<file path="src/rtl/mma_pkg.sv">
// Shared widths, request codes and item types of the moving average block.
package mma_pkg;

    localparam int REQ_W        = 2;
    localparam int CH_W         = 6;
    localparam int SAMPLE_W     = 16;
    localparam int MEAN_W       = 24;
    localparam int FILL_W       = 5;
    localparam int SUM_W        = 20;
    localparam int FRAC_W       = 8;
    localparam int NUM_W        = SUM_W + FRAC_W;

    localparam int DEF_CHANNELS = 64;
    localparam int DEF_DEPTH    = 16;
    localparam int WIN_RESET    = 16;
    localparam int FQ_DEPTH     = 4;

    localparam logic [REQ_W-1:0] REQ_ADD   = 2'd0;
    localparam logic [REQ_W-1:0] REQ_READ  = 2'd1;
    localparam logic [REQ_W-1:0] REQ_CLEAR = 2'd2;

    typedef enum logic [2:0] {
        OP_ADD,
        OP_READ,
        OP_READ_ZERO,
        OP_CLEAR,
        OP_NOP
    } t_op;

    typedef struct packed {
        t_op                        op;
        logic [CH_W-1:0]            ch;
        logic signed [SAMPLE_W-1:0] sample;
        logic                       fend;
    } t_item;

    typedef struct packed {
        logic signed [MEAN_W-1:0] mean;
        logic [FILL_W-1:0]        fill;
        logic                     is_read;
    } t_result;

endpackage

</file>
<file path="src/rtl/mma_front.sv">
// Request queue: decodes incoming requests and buffers them for the execution side.
module mma_front #(
    parameter int CHANNELS = mma_pkg::DEF_CHANNELS
) (
    input  logic                                i_clk,
    input  logic                                i_rst_n,
    input  logic                                i_push,
    output logic                                o_full,
    input  logic [mma_pkg::REQ_W-1:0]           i_req_type,
    input  logic [mma_pkg::CH_W-1:0]            i_channel,
    input  logic signed [mma_pkg::SAMPLE_W-1:0] i_sample,
    input  logic                                i_frame_end,
    output mma_pkg::t_item                      o_item,
    output logic                                o_valid,
    input  logic                                i_pop
);

    import mma_pkg::*;

    localparam int QAW   = $clog2(FQ_DEPTH);
    localparam int CNT_W = $clog2(FQ_DEPTH + 1);

    t_item            r_q [FQ_DEPTH];
    logic [QAW-1:0]   r_wp, n_wp;
    logic [QAW-1:0]   r_rp, n_rp;
    logic [CNT_W-1:0] r_cnt, n_cnt;
    t_item            item_c;
    logic             ch_ok;
    logic             push_ok;
    logic             pop_ok;

    // Out-of-range channels are resolved here so the back end never checks them.
    always_comb begin
        ch_ok         = (32'(i_channel) < CHANNELS);
        item_c.ch     = i_channel;
        item_c.sample = i_sample;
        item_c.fend   = i_frame_end;
        case (i_req_type)
            REQ_ADD:   item_c.op = ch_ok ? OP_ADD : OP_NOP;
            REQ_READ:  item_c.op = ch_ok ? OP_READ : OP_READ_ZERO;
            REQ_CLEAR: item_c.op = OP_CLEAR;
            default:   item_c.op = OP_NOP;
        endcase
    end

    assign push_ok = i_push & ~o_full;
    assign pop_ok  = i_pop & o_valid;

    always_comb begin
        n_wp  = push_ok ? r_wp + 1'b1 : r_wp;
        n_rp  = pop_ok ? r_rp + 1'b1 : r_rp;
        n_cnt = r_cnt;
        case ({push_ok, pop_ok})
            2'b10:   n_cnt = r_cnt + 1'b1;
            2'b01:   n_cnt = r_cnt - 1'b1;
            default: n_cnt = r_cnt;
        endcase
    end

    always_ff @(posedge i_clk) begin
        if (!i_rst_n) begin
            r_wp  <= '0;
            r_rp  <= '0;
            r_cnt <= '0;
        end else begin
            r_wp  <= n_wp;
            r_rp  <= n_rp;
            r_cnt <= n_cnt;
        end
    end

    always_ff @(posedge i_clk) begin
        if (push_ok) begin
            r_q[r_wp] <= item_c;
        end
    end

    assign o_full  = (r_cnt == CNT_W'(FQ_DEPTH));
    assign o_valid = (r_cnt != '0);
    assign o_item  = r_q[r_rp];

endmodule

</file>
<file path="config.mk">
export PLATFORM = sky130hd
export DESIGN_NAME = mma_front
export DESIGN_NICKNAME = d
export VERILOG_FILES = /design/src/rtl/mma_pkg.sv /design/src/rtl/mma_front.sv
export SDC_FILE = /design/constraint.sdc
export NUM_CORES = 1
export LEC_CHECK = 0
export BUFFER_PORTS_ARGS = -buffer_cell sky130_fd_sc_hd__buf_2
export CAP_MARGIN = 15
export CORE_UTILIZATION = 51
export DETAILED_ROUTE_END_ITERATION = 8
export GPL_TIMING_DRIVEN = 0
export PLACE_DENSITY = 0.83
export SYNTH_ARGS = -nofsm -noshare
export SYNTH_HDL_FRONTEND = slang
export SYNTH_SLANG_ARGS = --single-unit
</file>
<file path="constraint.sdc">
create_clock -name i_clk -period 1.9 [get_ports i_clk]
set_input_delay 0.19 -clock i_clk [delete_from_list [all_inputs] [get_ports i_clk]]
set_output_delay 0.19 -clock i_clk [all_outputs]
set_load 0.02 [all_outputs]
</file>
# Word-level counts from Yosys, hierarchy flattened
# Memory sizes are Yosys's and may differ from the RTL's. A register that Yosys moved wholly into a read port is not among the register bits.
# Index checks and enable logic that the tools add are counted.
totals:
  memories: 1
  ff_bits: 7
  word_cells: 25
  out_inout_bits: 28
  latch_bits: 0
  rom_bits: 0
  mem_bits_rw: 104
classes:
  add_sub_neg: 4
  reduce_logical: 3
  muxes: 6
  mul: 0
  n_eq_ne: 5
  n_bitwise: 3
  div: 0
  n_lt_le_gt_ge: 0
  shift: 0
mem_list:
  columns: ["memory", "words", "width", "rd", "rd_clocked_by_memory_dff", "wr", "line_no", "source"]
  rows:
  - ["r_q", 4, 26, 1, 1, 1, "mma_front.sv:23", "t_item r_q [FQ_DEPTH];"]
ops:
  columns: ["cell", "n"]
  rows:
  - ["3-bit case mux with 3 select lines", 1]
  - ["3-bit case mux with 2 select lines", 1]
  - ["2-bit by 1-bit adder with 2-bit output, second input constant", 2]
  - ["2-bit by 1-bit equality test with 1-bit output, second input constant", 2]
  - ["2-bit equality test, second input constant", 2]
  - ["2-bit two-way mux", 2]
  - ["3-bit by 1-bit adder with 3-bit output, second input constant", 1]
  - ["3-bit equality test, second input constant", 1]
  - ["3-bit nonzero test", 1]
  - ["3-bit by 1-bit subtractor with 3-bit output, second input constant", 1]
  - ["1-bit AND", 2]
  - ["2-bit zero test", 1]
  - ["1-bit two-way mux", 2]
  - ["2-bit nonzero test", 1]
  - ["1-bit inverter", 1]

# Depth between registers and ports, before layout
depth:
  ltp_word: 5
  ltp_mapped: 10

# Least setup slack after synthesis
# Ideal clock, no wire load.
synth_timing:
  path_kind: "register -> register"
  from: "register r_cnt[2]"
  to: "register r_cnt[2]"
  setup_slack_ps: -372
  arrival_ps: 2196
  required_time_ps: 1824
  setup_time_ps: 76
  stages_incl_launch_ff: 11
  path_cell_list: "dfxtp_1 nor3b_2 nor2b_1 buf_2 inv_1 ha_1 inv_1 fa_1 xor2_1 or3_1 a21boi_0"
synth_between:
  elab_chain_len: 5
synth_lines:
  columns: ["element", "line_no", "source"]
  rows:
  - ["from (decl)", "mma_front.sv:26", "logic [CNT_W-1:0] r_cnt, n_cnt;"]
  - ["from (signal assigned)", "mma_front.sv:68", "r_cnt <= n_cnt;"]
  - ["3-bit equality test *", "mma_front.sv:78", "assign o_full = (r_cnt == CNT_W'(FQ_DEPTH));"]
  - ["net o_full", "mma_front.sv:8", "output logic o_full,"]
  - ["1-bit inverter *", "mma_front.sv:46", "assign push_ok = i_push & ~o_full;"]
  - ["1-bit AND *", "mma_front.sv:46", null]
  - ["2-bit by 1-bit equality test with 1-bit output / 2-bit equality test (equally long branches)", "mma_front.sv:53", "case ({push_ok, pop_ok})"]
  - ["3-bit case mux with 2 select lines / 2-bit nonzero test (equally long branches)", null, null]
# The timed path passes the listed nets; every way through them passes the cells marked *.
# A chain may end at the register's enable or synchronous reset.

==> flow_summary.toml <==
[critical_path]
arrival_ns = 1.83
crit_slowest_cell = "mux4_2"
required_ns = 1.71
cp_common_cell = "buf_12"
critical-path-max-stage-delay_ns = 0.53
worstSetupPathType = "flop to output port"
cp_cell_sequence = "buf_12 > buf_12 > mux4_2 > buf_6"
crit_fanout = 8
end_kind = "output port"
startpoint_type = "flop"

[cts]
path_clk_slew_ns = 0.06
cts-htree-levels = 4
cts_sinks = 113
clock_latency_ns = 0.52
cts_max_path_buffers = 2
root_buffer = "clkbuf_8"
cts_tree = "built"
cts_buffers = 17

[timing]
setup_viol = 27
tightest_slew_ns = 0.7399
post-route-period-util_pct = 106.4
setup_slack_ns = -0.1217
fin_crit_ns = 2.022
tns_ns = -2.551
hold_viol = 0
slew_viol_final = 0
max_freq_mhz = 494.6
rsz0062_at_grt = "yes"
skew_ns = 0.007948
relSlewSlack_pct = 50.67

[run_status]
outcome = "finished with violations"
violations = "setup timing"

[yosys]
syn_inst = 192
yosys-top-cells-area = "edfxtp_1 72%, mux4_2 10%, dfxtp_1 4.2%, mux4_1 3.6%, ha_1 2.0%"
synth_seq_cells = 113
synth-seq-area-share_pct = 76.32
synth_top_cell_by_area = "edfxtp_1"
avgSynthCellArea_um2 = 22.54
syn_nets = 229
yosysWarnings = 0
syn_area_mm2 = 0.004328
synth_top_area_share_pct = 72.16
synth.distinct_cells = 24

[floorplan]
die-area_mm2 = 0.008859
start_util_pct = 52.67
rows = 33
die_y_um = 94.12
ioPinCount = 57
coreArea_mm2 = 0.008217
die_w_um = 94.12

[power_and_ir_drop]
power_density_mw_per_mm2 = 1490
leakagePower_uw = 0.002165
p_total_uw = 8980
power.internal_uw = 6524
peakVddDrop_mv = 0.8867
power_frac_seq_pct = 34.8
switchingPower_uw = 2456
p_clk_share_pct = 35.1
combPwrFrac_pct = 30.1
power_switching_share_pct = 27.35

[global_routing]
grt_max_degree = 17
gr-total-overflow = 0
antenna_found_initial = 0
grt_use_total_pct = 20.00
grt_pass1_wl_mm = 12.12
grt_pass1_vias = 2319

[detailed_routing]
first_iter_violations = 97
post_drt_via_cell_ratio = 5.242
wl_mm = 8.254
antenna_left = 0
vias = 2228
first_pass_iters = 6
wl_per_cell_um = 19.42
route.detailed.drc = 0

[layout]
layout_common_cells = "104 x edfxtp_1, 30 x buf_2, 29 x buf_6"
final_common_cell = "edfxtp_1"
layout.nets = 344
postLayoutCellArea_mm2 = 0.006028
diodes = 0
fin_util_pct = 73.37
area_delta_synth_final_pct = 39.29
fin_cells = 425
layout-drive-gt1-share_pct = 47.50

[placement]
place.gp.congestion = 0.6701
dp.cells = 356
place_hpwl_mm = 4.580
portBuffers = 55
placed_area_mm2 = 0.004875

[job]
maxCapViolations = 0

[worst_hold_path]
hp-class = "input port to flop"
-- synth_stat cells --
library cell  number
clkbuf_1           1
buf_6              1
buf_12             2
a21boi_0           1
dfxtp_1            9
o31a_1             1
xnor2_1            3
edfxtp_1         104
inv_1              8
buf_2              3
ha_1               7
mux4_1             6
fa_1               1
clkbuf_2           1
nor2b_1            3
mux4_2            20
o21ai_0            2
xor2_1             1
mux2i_1            2
or3_1              2
and2_1             7
o311ai_2           1
nor3b_2            1
nand2_1            5
-- cell type report --
class	count	area (µm²)
sequential	113	3316
fill	465	2188
timing repair buffer	97	932.1
multi-input combinational	63	929.6
clock buffer	17	414.1
clock inverter	15	183.9
tap	105	131.4
buffer	7	91.34
inverter	8	30.03
-- per-layer routing --
metal / wire length [µm] / global-route usage, % / up-vias
met5: 0 / 0 / -
met4: 139 / 8.205 / 0
met3: 425 / 7.686 / 15
met2: 4345 / 32.91 / 86
met1: 3344 / 23.53 / 1109
li1: - / - / 1018
-- critical path: cells and delay by family (launching register included) --
kind / cells / cell delay [ns]
DFF: 1 / 0.34
muxes: 1 / 0.53
buffers and inverters: 3 / 0.43
-- cell families after synthesis --
group,count (synthesis),synth area share [%]
compound gates,5,0.9832
xor+xnor,4,0.8096
fa+ha+maj,8,2.486
buf+inv,16,2.428
flops,113,76.32
mux,28,14.51
simple gates,18,2.457
-- final timing paths --
check / startpoint / end / slack [ns] / depth (start not counted)
max reg2reg: r_cnt[0] / r_cnt[2] / -0.01 / 8
max: flop / o_item[19] / -0.12 / 4
min reg2reg: r_wp[1] / r_wp[1] / 0.53 / 2
min: i_rst_n / r_cnt[2] / 0.06 / 2
-- power groups by stage --
stage               clock, µW  sequential (µW)  combinational, µW
finish                   3150             3130               2700
global route             3290             3150               2860
CTS                      3190             3130               2460
detailed placement          0             3180               1980
global placement            0             3170               1870
floorplan                   0             3150               1400
-- through the flow --
| stage | worst slack, ns | hold slack [ns] |
|---|---|---|
| 2_1_floorplan | -0.1484 | 0.2889 |
| 3_3_place_gp | -0.3230 | 0.4016 |
| 3_5_place_dp | -0.09823 | 0.4063 |
| 4_1_cts | -0.1490 | 0.05864 |
| 5_1_grt | -0.1698 | 0.07080 |
| 6_report | -0.1217 | 0.06293 |
-- flip-flops by register name, summed over array words and instances, names as in the netlist, named ones only --
name	flops
r_q	104
r_wp	2
r_rp	2
r_cnt	3
-- repair_timing --
action,CTS,global route
gates resized for setup,46,29
gates cloned,1,1
pin swaps,2,3
hold endpoints to repair,92,0
setup buffers,9,4
hold buffers,23,0
endpoints found under the setup margin,70,55
No activity file was read; power rests on OpenSTA's default activity.
